--- config.mk ---
export PLATFORM = sky130hd
export DESIGN_NAME = headway_following_control_step_unit
export DESIGN_NICKNAME = d
export VERILOG_FILES = /design/src/hfc_pkg.sv /design/src/hfc_cfg_regs.sv /design/src/hfc_mul.sv /design/src/headway_following_control_step_unit.sv
export SDC_FILE = /design/constraint.sdc
export NUM_CORES = 2
export LEC_CHECK = 0
export ABC_AREA = 1
export BUFFER_PORTS_ARGS = -buffer_cell sky130_fd_sc_hd__buf_2
export CAP_MARGIN = 25
export CORE_MARGIN = 3
export CORE_UTILIZATION = 65
export CTS_BUF_LIST = sky130_fd_sc_hd__clkbuf_2 sky130_fd_sc_hd__clkbuf_4 sky130_fd_sc_hd__clkbuf_8
export DETAILED_ROUTE_END_ITERATION = 16
export PLACE_DENSITY_LB_ADDON = 0.25
export SLEW_MARGIN = 10
export SYNTH_ARGS = -nofsm -noshare
export SYNTH_HDL_FRONTEND = slang
export SYNTH_SLANG_ARGS = --single-unit
--- constraint.sdc ---
create_clock -name clk -period 9.6 [get_ports clk]
set_clock_uncertainty 0.1 [all_clocks]
set_input_delay 1.92 -clock clk [delete_from_list [all_inputs] [get_ports clk]]
set_output_delay 1.92 -clock clk [all_outputs]
set_load 0.02 [all_outputs]
--- src/hfc_pkg.sv ---
// Package for the headway following control step unit.
// Holds the word types, register map, reset values and datapath widths.
// No dependencies; every other file imports it.
package hfc_pkg;

    localparam int CFG_DATA_W  = 24;
    localparam int CFG_INDEX_W = 3;

    // Shared multiplier operand and product widths.
    localparam int MUL_A_W = 17;
    localparam int MUL_B_W = 26;
    localparam int MUL_P_W = MUL_A_W + MUL_B_W;

    // Accumulator for the Q.28 control sum.
    localparam int ACC_W = 52;

    typedef enum logic [CFG_INDEX_W-1:0] {
        CFG_GAP_GAIN       = 3'd0,
        CFG_VELOCITY_GAIN  = 3'd1,
        CFG_HEADWAY        = 3'd2,
        CFG_STANDSTILL     = 3'd3,
        CFG_GAP_ERR_CAP    = 3'd4,
        CFG_ACCEL_STEP     = 3'd5,
        CFG_BRAKE_STEP     = 3'd6
    } cfg_index_t;

    localparam logic [15:0] RST_GAP_GAIN      = 16'd819;
    localparam logic [15:0] RST_VELOCITY_GAIN = 16'd2048;
    localparam logic [15:0] RST_HEADWAY       = 16'd4096;
    localparam logic [15:0] RST_STANDSTILL    = 16'd256;
    localparam logic [23:0] RST_GAP_ERR_CAP   = 24'd768;
    localparam logic [15:0] RST_ACCEL_STEP    = 16'd655;
    localparam logic [15:0] RST_BRAKE_STEP    = 16'd4915;

    typedef struct packed {
        logic [15:0] gap_gain;
        logic [15:0] velocity_gain;
        logic [15:0] headway;
        logic [15:0] standstill_distance;
        logic [23:0] gap_err_cap;
        logic [15:0] accel_step_limit;
        logic [15:0] brake_step_limit;
    } hfc_cfg_t;

    typedef struct packed {
        logic        mode;
        logic [23:0] gap;
        logic [15:0] own_speed;
        logic [15:0] lead_speed;
    } hfc_in_t;

    typedef struct packed {
        logic signed [15:0] accel_command;
        logic [15:0]        filtered_lead_speed;
    } hfc_out_t;

endpackage

--- src/hfc_cfg_regs.sv ---
// Configuration register file for the headway following control step unit.
// Depends on hfc_pkg for the register map, reset values and hfc_cfg_t.
module hfc_cfg_regs
    import hfc_pkg::*;
(
    input  logic                   clk,
    input  logic                   rst_n,
    input  logic                   cfg_we,
    input  logic [CFG_INDEX_W-1:0] cfg_index,
    input  logic [CFG_DATA_W-1:0]  cfg_data,
    output hfc_cfg_t               cfg
);

    hfc_cfg_t cfg_reg;
    hfc_cfg_t cfg_next;

    always_comb
    begin
        cfg_next = cfg_reg;
        if (cfg_we)
        begin
            unique case (cfg_index_t'(cfg_index))
                CFG_GAP_GAIN:      cfg_next.gap_gain            = cfg_data[15:0];
                CFG_VELOCITY_GAIN: cfg_next.velocity_gain       = cfg_data[15:0];
                CFG_HEADWAY:       cfg_next.headway             = cfg_data[15:0];
                CFG_STANDSTILL:    cfg_next.standstill_distance = cfg_data[15:0];
                CFG_GAP_ERR_CAP:   cfg_next.gap_err_cap         = cfg_data[23:0];
                CFG_ACCEL_STEP:    cfg_next.accel_step_limit    = cfg_data[15:0];
                CFG_BRAKE_STEP:    cfg_next.brake_step_limit    = cfg_data[15:0];
                default:           cfg_next = cfg_reg;
            endcase
        end
    end

    always_ff @(posedge clk or negedge rst_n)
    begin
        if (!rst_n)
        begin
            cfg_reg.gap_gain            <= RST_GAP_GAIN;
            cfg_reg.velocity_gain       <= RST_VELOCITY_GAIN;
            cfg_reg.headway             <= RST_HEADWAY;
            cfg_reg.standstill_distance <= RST_STANDSTILL;
            cfg_reg.gap_err_cap         <= RST_GAP_ERR_CAP;
            cfg_reg.accel_step_limit    <= RST_ACCEL_STEP;
            cfg_reg.brake_step_limit    <= RST_BRAKE_STEP;
        end
        else
        begin
            cfg_reg <= cfg_next;
        end
    end

    assign cfg = cfg_reg;

endmodule

--- src/hfc_mul.sv ---
// Shared signed multiplier with a registered product.
// Depends on hfc_pkg for the operand and product widths.
module hfc_mul
    import hfc_pkg::*;
(
    input  logic                      clk,
    input  logic                      en,
    input  logic signed [MUL_A_W-1:0] op_a,
    input  logic signed [MUL_B_W-1:0] op_b,
    output logic signed [MUL_P_W-1:0] product
);

    logic signed [MUL_P_W-1:0] product_reg;
    logic signed [MUL_P_W-1:0] product_next;

    always_comb
    begin
        product_next = product_reg;
        if (en)
        begin
            product_next = MUL_P_W'(op_a) * MUL_P_W'(op_b);
        end
    end

    always_ff @(posedge clk)
    begin
        product_reg <= product_next;
    end

    assign product = product_reg;

endmodule

--- src/headway_following_control_step_unit.sv ---
// Top level of the headway following control step unit: sequencer and datapath.
// Depends on hfc_pkg, hfc_cfg_regs and hfc_mul.
//
//   channel  | signals                      | moves
//   ---------+------------------------------+-----------------------------
//   in       | in_valid, in_ready, in_data  | one control tick word
//   out      | out_valid, out_ready, out_data | one command word per tick
//   cfg      | cfg_we, cfg_index, cfg_data  | one register write, no wait
//
// A control tick runs S_FILT, S_GAP, S_VEL, S_SUM and S_SAT before the next
// acceptance, with three passes through the one shared multiplier; a filter
// reset word goes from S_FILT straight to S_SAT. The result word is written
// in S_SAT and held in an output register, so a new word is taken while it waits.
// rst_n clears the sequencer, filter state and out_valid; config regs take defaults.
// A stalled output only holds the final step until the register frees.
module headway_following_control_step_unit
    import hfc_pkg::*;
(
    input  logic                   clk,
    input  logic                   rst_n,
    input  logic                   in_valid,
    output logic                   in_ready,
    input  hfc_in_t                in_data,
    output logic                   out_valid,
    input  logic                   out_ready,
    output hfc_out_t               out_data,
    input  logic                   cfg_we,
    input  logic [CFG_INDEX_W-1:0] cfg_index,
    input  logic [CFG_DATA_W-1:0]  cfg_data
);

    typedef enum logic [5:0] {
        S_IDLE = 6'b000001,
        S_FILT = 6'b000010,
        S_GAP  = 6'b000100,
        S_VEL  = 6'b001000,
        S_SUM  = 6'b010000,
        S_SAT  = 6'b100000
    } state_t;

    hfc_cfg_t cfg;

    state_t                    state_reg, state_next;
    hfc_in_t                   item_reg, item_next;
    logic [23:0]               fv_reg, fv_next;
    logic signed [25:0]        gap_err_reg, gap_err_next;
    logic signed [ACC_W-1:0]   acc_reg, acc_next;
    hfc_out_t                  out_reg, out_next;
    logic                      out_valid_reg, out_valid_next;

    logic                      mul_en;
    logic signed [MUL_A_W-1:0] mul_a;
    logic signed [MUL_B_W-1:0] mul_b;
    logic signed [MUL_P_W-1:0] mul_p;

    // Combinational terms of the individual steps.
    logic [23:0]               sample;
    logic [24:0]               fv_up_bound;
    logic [24:0]               sample_down;
    logic [20:0]               ref_gap;
    logic signed [25:0]        gap_err_raw;
    logic signed [25:0]        gap_cap;
    logic signed [25:0]        vel_err;
    logic signed [31:0]        cmd_wide;
    logic signed [15:0]        cmd_sat;
    logic                      accept_in;
    logic                      out_free;

    hfc_cfg_regs u_cfg (
        .clk       (clk),
        .rst_n     (rst_n),
        .cfg_we    (cfg_we),
        .cfg_index (cfg_index),
        .cfg_data  (cfg_data),
        .cfg       (cfg)
    );

    hfc_mul u_mul (
        .clk     (clk),
        .en      (mul_en),
        .op_a    (mul_a),
        .op_b    (mul_b),
        .product (mul_p)
    );

    assign accept_in = in_valid && (state_reg == S_IDLE);
    assign out_free  = !out_valid_reg || out_ready;

    assign sample      = {item_reg.lead_speed, 8'd0};
    assign fv_up_bound = {1'b0, fv_reg} + {9'd0, cfg.accel_step_limit};
    assign sample_down = {1'b0, sample} + {9'd0, cfg.brake_step_limit};

    // The multiplier holds the headway times the own speed while in S_GAP.
    assign ref_gap     = {1'b0, mul_p[31:12]} + {5'd0, cfg.standstill_distance};
    assign gap_err_raw = $signed({2'd0, item_reg.gap}) - $signed({5'd0, ref_gap});
    assign gap_cap     = $signed({2'd0, cfg.gap_err_cap});
    assign vel_err     = $signed({2'd0, fv_reg})
                         - $signed({2'd0, item_reg.own_speed, 8'd0});

    assign cmd_wide = acc_reg[ACC_W-1:20];

    always_comb
    begin
        if (cmd_wide > 32'sd32767)
        begin
            cmd_sat = 16'sh7FFF;
        end
        else if (cmd_wide < -32'sd32768)
        begin
            cmd_sat = -16'sh8000;
        end
        else
        begin
            cmd_sat = cmd_wide[15:0];
        end
    end

    always_comb
    begin
        state_next     = state_reg;
        item_next      = item_reg;
        fv_next        = fv_reg;
        gap_err_next   = gap_err_reg;
        acc_next       = acc_reg;
        out_next       = out_reg;
        out_valid_next = out_valid_reg && !out_ready;
        mul_en         = 1'b0;
        mul_a          = '0;
        mul_b          = '0;

        unique case (state_reg)
            S_IDLE:
            begin
                if (accept_in)
                begin
                    item_next  = in_data;
                    state_next = S_FILT;
                end
            end
            S_FILT:
            begin
                if (item_reg.mode)
                begin
                    fv_next    = {item_reg.own_speed, 8'd0};
                    acc_next   = '0;
                    state_next = S_SAT;
                end
                else
                begin
                    // Slew-rate limit toward the new leader sample.
                    if ({1'b0, sample} > fv_up_bound)
                    begin
                        fv_next = fv_up_bound[23:0];
                    end
                    else if (sample_down < {1'b0, fv_reg})
                    begin
                        fv_next = fv_reg - {8'd0, cfg.brake_step_limit};
                    end
                    else
                    begin
                        fv_next = sample;
                    end
                    mul_en     = 1'b1;
                    mul_a      = $signed({1'b0, cfg.headway});
                    mul_b      = $signed({10'd0, item_reg.own_speed});
                    state_next = S_GAP;
                end
            end
            S_GAP:
            begin
                gap_err_next = (gap_err_raw > gap_cap) ? gap_cap : gap_err_raw;
                mul_en       = 1'b1;
                mul_a        = $signed({1'b0, cfg.velocity_gain});
                mul_b        = vel_err;
                state_next   = S_VEL;
            end
            S_VEL:
            begin
                acc_next   = ACC_W'(mul_p);
                mul_en     = 1'b1;
                mul_a      = $signed({1'b0, cfg.gap_gain});
                mul_b      = gap_err_reg;
                state_next = S_SUM;
            end
            S_SUM:
            begin
                // The gap term carries an extra factor of 256 to line up with Q.28.
                acc_next   = acc_reg + ACC_W'($signed({mul_p, 8'd0}));
                state_next = S_SAT;
            end
            S_SAT:
            begin
                if (out_free)
                begin
                    out_next.accel_command       = cmd_sat;
                    out_next.filtered_lead_speed = fv_reg[23:8];
                    out_valid_next               = 1'b1;
                    state_next                   = S_IDLE;
                end
            end
            default:
            begin
                state_next = S_IDLE;
            end
        endcase
    end

    always_ff @(posedge clk or negedge rst_n)
    begin
        if (!rst_n)
        begin
            state_reg     <= S_IDLE;
            fv_reg        <= '0;
            out_valid_reg <= 1'b0;
        end
        else
        begin
            state_reg     <= state_next;
            fv_reg        <= fv_next;
            out_valid_reg <= out_valid_next;
        end
    end

    always_ff @(posedge clk)
    begin
        item_reg    <= item_next;
        gap_err_reg <= gap_err_next;
        acc_reg     <= acc_next;
        out_reg     <= out_next;
    end

    assign in_ready  = (state_reg == S_IDLE);
    assign out_valid = out_valid_reg;
    assign out_data  = out_reg;

endmodule

After elaboration in Yosys (flattened, before gate mapping)
Index checks and enable logic that the tools add are counted.
{ "word_totals": {"word_cells": 86, "in_bits": 89, "ff_bits": 360, "out_inout_bits": 34} }
{ "classes": {"add_sub_neg": 7, "n_mul": 1, "mux": 19, "n_reduce_logical": 19, "n_eq_ne": 15, "order_cmp": 5} }
{ "ops": {"columns": ["op", "n"], "rows": [
  ["$pmux 52 s3", 1],
  ["$mux 24", 4],
  ["$pmux 26 s3", 1],
  ["$add 52x51->52", 1],
  ["$mux 52", 1],
  ["$add 24x16->25", 2],
  ["$mux 16", 3],
  ["$pmux 16 s3", 1],
  ["$mul 17x26->43", 1],
  ["$pmux 6 s6", 1],
  ["$gt 32x16->1 const B", 1],
  ["$lt 32x16->1 const B", 1],
  ["$gt 24x25->1", 1],
  ["$gt 25x25->1", 1],
  ["$lt 25x24->1", 1],
  ["$sub 24x21->25", 1],
  ["$sub 24x24->25", 1],
  ["$sub 24x16->24", 1],
  ["$reduce_and 2->1", 11],
  ["$add 20x16->21", 1],
  ["$mux 6", 3],
  ["$eq 3x3->1 const B", 3],
  ["$eq 3x2->1 const B", 2],
  ["$eq 6x1->1 const B", 1],
  ["16 further kinds", 21]
]} }

Logic depth before layout (Yosys ltp)
{ "logic_depth": {"ltp_word": 5, "mapped_depth": 36, "ltp_nobuf": 34} }

Hierarchy
From an unflattened synthesis, not the netlist that was laid out.
{ "hier_totals": {"hier_cells": 5579, "area_unflattened_um2": 42000.3} }
{ "modules_own_cells": {"columns": ["mod", "cells_each", "n_inst", "seq_area_each_um2", "area_each_um2"], "rows": [
  ["headway_following_control_step_unit", 2660, 1, 5521.5, 18694.2],
  ["hfc_mul", 2390, 1, 1291.2, 18412.7],
  ["hfc_cfg_regs", 529, 1, 3032.9, 4893.4]
]} }

Least setup slack after synthesis
Ideal clock, no wire load.
{ "synth_path": {"kind": "reg-to-reg", "startpoint": "register fv_reg[8]", "endpoint": "register u_mul.product_reg[41] (netlist: u_mul.product[41]), data pin", "setup_ns": 0.259, "arrival_ns": 6.782, "slack_ns": 2.459, "path_stages_with_launch": 34, "path_buffers": 1, "required_ns": 9.241, "period_less_slack_ns": 7.141, "path_cell_list": "dfrtp_1 inv_1 ha_1 fa_1 inv_1 nand3_1 nand3_1 a21o_1 nand4_1 nand3_1 nand2_1 buf_6 nand2_2 inv_2 fa_1 inv_1 fa_1 inv_1 fa_1 inv_1 fa_1 inv_1 fa_1 inv_1 fa_1 inv_1 ha_1 inv_1 nor3_1 nand2_1 nor2_1 nand3_1 nand3_1 xor2_1"} }
{ "synth_between": {"elab_chain_len": 3} }
{ "synth_lines": {"columns": ["item", "line", "source"], "rows": [
  ["from (decl)", "headway_following_control_step_unit.sv:45", "logic [23:0] fv_reg, fv_next;"],
  ["from (signal assigned)", "headway_following_control_step_unit.sv:219", "fv_reg <= fv_next;"],
  ["$sub 24x24->25", "headway_following_control_step_unit.sv:98", "- $signed({2'd0, item_reg.own_speed, 8'd0});"],
  ["$pmux 26 s3", "headway_following_control_step_unit.sv:131", "unique case (state_reg)"],
  ["$mul 17x26->43", "hfc_mul.sv:21", "product_next = MUL_P_W'(op_a) * MUL_P_W'(op_b);"],
  ["to (signal assigned)", "hfc_mul.sv:27", "product_reg <= product_next;"],
  ["to (decl)", "hfc_mul.sv:13", "logic signed [MUL_P_W-1:0] product_reg;"]
]} }
Every way passes these cells.
A chain may end at the register's enable or synchronous reset.

Final worst setup path
{ "layout_path": {"startpoint": "register state_reg[2]", "endpoint": "register u_mul.product_reg[37] (netlist: u_mul.product[37]), data pin"} }
{ "layout_between": {"elab_chain_len": 3, "word_cells_on_any_way": 6} }
{ "layout_lines": {"columns": ["item", "line", "source"], "rows": [
  ["from (decl)", "headway_following_control_step_unit.sv:43", "state_t state_reg, state_next;"],
  ["from (signal assigned)", "headway_following_control_step_unit.sv:218", "state_reg <= state_next;"],
  ["$eq 6x4->1, or another cell as far along", "headway_following_control_step_unit.sv:131", null],
  ["$pmux 16 s3 / $pmux 26 s3 (equally long branches)", "headway_following_control_step_unit.sv:131", null],
  ["$mul 17x26->43 (*)", "hfc_mul.sv:21", null]
]} }
Mark *: on every way between the ends. The rest lies on a longest branch, timed or not.

==> run summary <==
status -> complete, no violations
top post-synthesis cells by area -> fa_1 21%, edfxtp_1 15%, nand2_1 12%
Die Ht -> 251.8 microns
hold buffer count at cts -> 0
Max Fclk -> 116.9 MHz
sequential-to-total area share from yosys stat -> 25.07%
CTS Root Cell -> clkbuf_8
Final Setup Violations -> 0
Worst slew margin -> 23.73%
final hold vios -> 0
global-route wire length before repair -> 196,400 microns
cell area after layout -> 0.04191 sq mm
clk slew on worst S/H paths -> 0.06 ns
initial antenna violation count -> 6
max cap viols -> 0
top_reg_cell synth -> edfxtp_1
ANT nets after route -> 0
Fin Setup TNS -> 0 ns
Final nets -> 5,843
Synth cell types -> 57
final total power -> 0.008186 W
die width -> 251.8 microns
share of layout cells above drive strength 1 -> 7.519%
synthesis-stage register bit count -> 352
final wirelength -> 127,600 microns
I/O pins -> 123
post-route insts no fill -> 5,870
max reg flops -> 120
Post-synth EDFFs -> 201
worst-skew pair later-pin latency -> 0.72 ns
DRT Pass-1 Iters -> 6
leading area contributor after synthesis -> fa_1
CTS H-tree depth -> 2
Slew Limit Fails -> 0
Initial Util -> 66.17%
vias in the first global route -> 34,790
routed len/inst -> 21.75 microns
die area -> 0.06341 sq mm
VDD IR-drop max -> 0.1577 mV
Clock Path Buffers -> 3
Synth top area share -> 21.20%
post-cts repair resize count -> 0
largest net degree at the start of global routing -> 81
dpl cells -> 5,750
Final period util -> 89.09%
hpwl dp -> 101,000 microns
Post-CTS Setup Inserts -> 0
Leakage -> 21.25 nW
TritonCTS Buffers -> 60
critical path class -> reg -> reg
1st-iter DRT viols -> 4,043
Synth Area per Inst -> 7.933 sq um
Mapped Area -> 0.03928 sq mm
area grow syn2layout -> 6.699%
# DRC -> 0
power per cell area -> 195.3 mW/mm^2
Via density -> 5.969
critical path data arrival time -> 8.90 ns
Mapped Cells -> 4,951
Synthesized Nets -> 5,750
gr usage total -> 40.74%
crit path capture type -> register
Yosys warning total -> 0
Port-buffer cells -> 122
critical path launch point type -> register
global route total overflow -> 0
# rows -> 89
Req. time, crit path -> 9.94 ns
detailed-route via count -> 35,040
Core Area -> 0.05935 sq mm
Worst Max-Slew Pin Slew -> 1.144 ns
unrepaired setup endpoints after global routing -> no
Tmin final -> 8.552 ns
critical-path maximum fanout -> 22
min-delay worst type -> reg -> reg
ys async rst share -> 42.90%
placed inst area -> 0.04046 sq mm
CTS sink cnt -> 352
CTS tree -> done
placer congestion estimate -> 1.042
==> layer usage <==
| metal | vias up | track usage (%) | part of all wire, % |
|---|---|---|---|
| met5 | - | 0 | 0.0071 |
| met4 | 2 | 19.25 | 5.5 |
| met3 | 449 | 9.968 | 12 |
| met2 | 2200 | 62.57 | 43 |
| met1 | 16620 | 55.01 | 39 |
| li1 | 15770 | - | - |
==> final cells by class <==
| cell class | count | area [sq um] |
|---|---|---|
| Antenna cell | 3 | 7.507 |
| Clock buffer | 92 | 1122 |
| Clock inverter | 20 | 192.7 |
| Fill cell | 4867 | 17450 |
| Inverter | 1027 | 3855 |
| Multi-Input combinational cell | 3450 | 24970 |
| Sequential cell | 352 | 9846 |
| Tap cell | 773 | 967.2 |
| Timing Repair Buffer | 153 | 947.2 |
==> cell families after synthesis <==
logic type | count (synthesis) | synth area share (%)
flip-flops | 352 | 25.07
AND/OR/NAND/NOR | 1939 | 20.44
AO/OA/AOI/OAI | 698 | 10.14
buffers and inverters | 1149 | 11.48
adder cells (fa/ha/maj) | 710 | 30.57
XOR/XNOR | 103 | 2.297
==> per-stage QoR <==
step | util (%) | hold slack [ns] | setup WS [ns]
detailed placement | 68.17 | 0.3726 | 1.144
global placement | 68.17 | 0.3653 | 1.332
floorplan | - | 0.3487 | 2.459
CTS | 70.39 | 0.3878 | 1.117
finish | 70.61 | 0.3817 | 1.048
global route | 70.60 | 0.4040 | 0.4765
==> worst max-delay path, cell delays in order, from the launching register on <==
cell     delay, ns
dfrtp_1       0.43
inv_2         0.13
nand2_2       0.10
nor4_4        0.32
nand2_2       0.31
inv_2         0.48
a22oi_1       0.12
and2_1        0.25
inv_2         0.39
nand2_1       0.19
fa_1          0.81
fa_1          0.53
inv_1         0.39
fa_1          0.50
fa_1          0.47
fa_1          0.54
inv_1         0.05
fa_1          0.53
inv_1         0.04
ha_1          0.40
nand2_1       0.12
nor2_1        0.23
inv_1         0.09
nor4_1        0.44
nand3_1       0.13
nand3_1       0.13
xor2_1        0.07
==> cell usage after synthesis (9+ instances only) <==
library cell	count
dfrtp_1	126
a21o_1	21
edfxtp_1	201
a22oi_1	29
ha_1	294
xnor2_1	44
nand2_1	1207
a21boi_0	9
nor4_1	16
and2_1	9
xor2_1	59
a21oi_1	267
buf_6	9
nor2_1	343
a22o_1	11
o21ai_0	258
a31oi_1	24
buf_4	19
inv_1	991
nand2_2	22
nor3_1	30
o21bai_1	29
fa_1	416
o221ai_2	9
buf_2	47
nand3b_1	13
clkbuf_1	46
inv_2	35
nand4_1	59
dfstp_2	25
nand3_1	219
==> path summary, 6_finish.rpt <==
path / from / to / slack [ns] / cells past startpoint
max: state_reg[2] / u_mul.product[37] / 1.05 / 26
max reg2reg: state_reg[2] / u_mul.product[37] / 1.05 / 26
min reg2reg: u_cfg.cfg[69] / u_cfg.cfg[69] / 0.38 / 2
min: u_cfg.cfg[69] / u_cfg.cfg[69] / 0.38 / 2
min in group asynchronous: rst_n / u_cfg.cfg[70] / 1.15 / 1
max in group asynchronous: rst_n / u_cfg.cfg[1] / 6.99 / 3
==> cells in the final DEF, fill, tap and decap left out, drive strengths merged, types with 93 or more instances in the layout <==
cell / n
ha: 294
a21oi: 270
nand3: 220
inv: 1029
dfrtp: 126
o21ai: 268
clkbuf: 93
nor2: 344
edfxtp: 201
buf: 152
fa: 416
nand2: 1229
==> power breakdown <==
| part | internal [W] | leakage [nW] | switching (W) |
|---|---|---|---|
| combinational | 0.00141 | 16.9 | 0.00297 |
| sequential | 0.00197 | 3.70 | 0.000324 |
| clock | 0.000808 | 0.702 | 0.000696 |
Note: power is estimated with default switching activity, not from simulation.
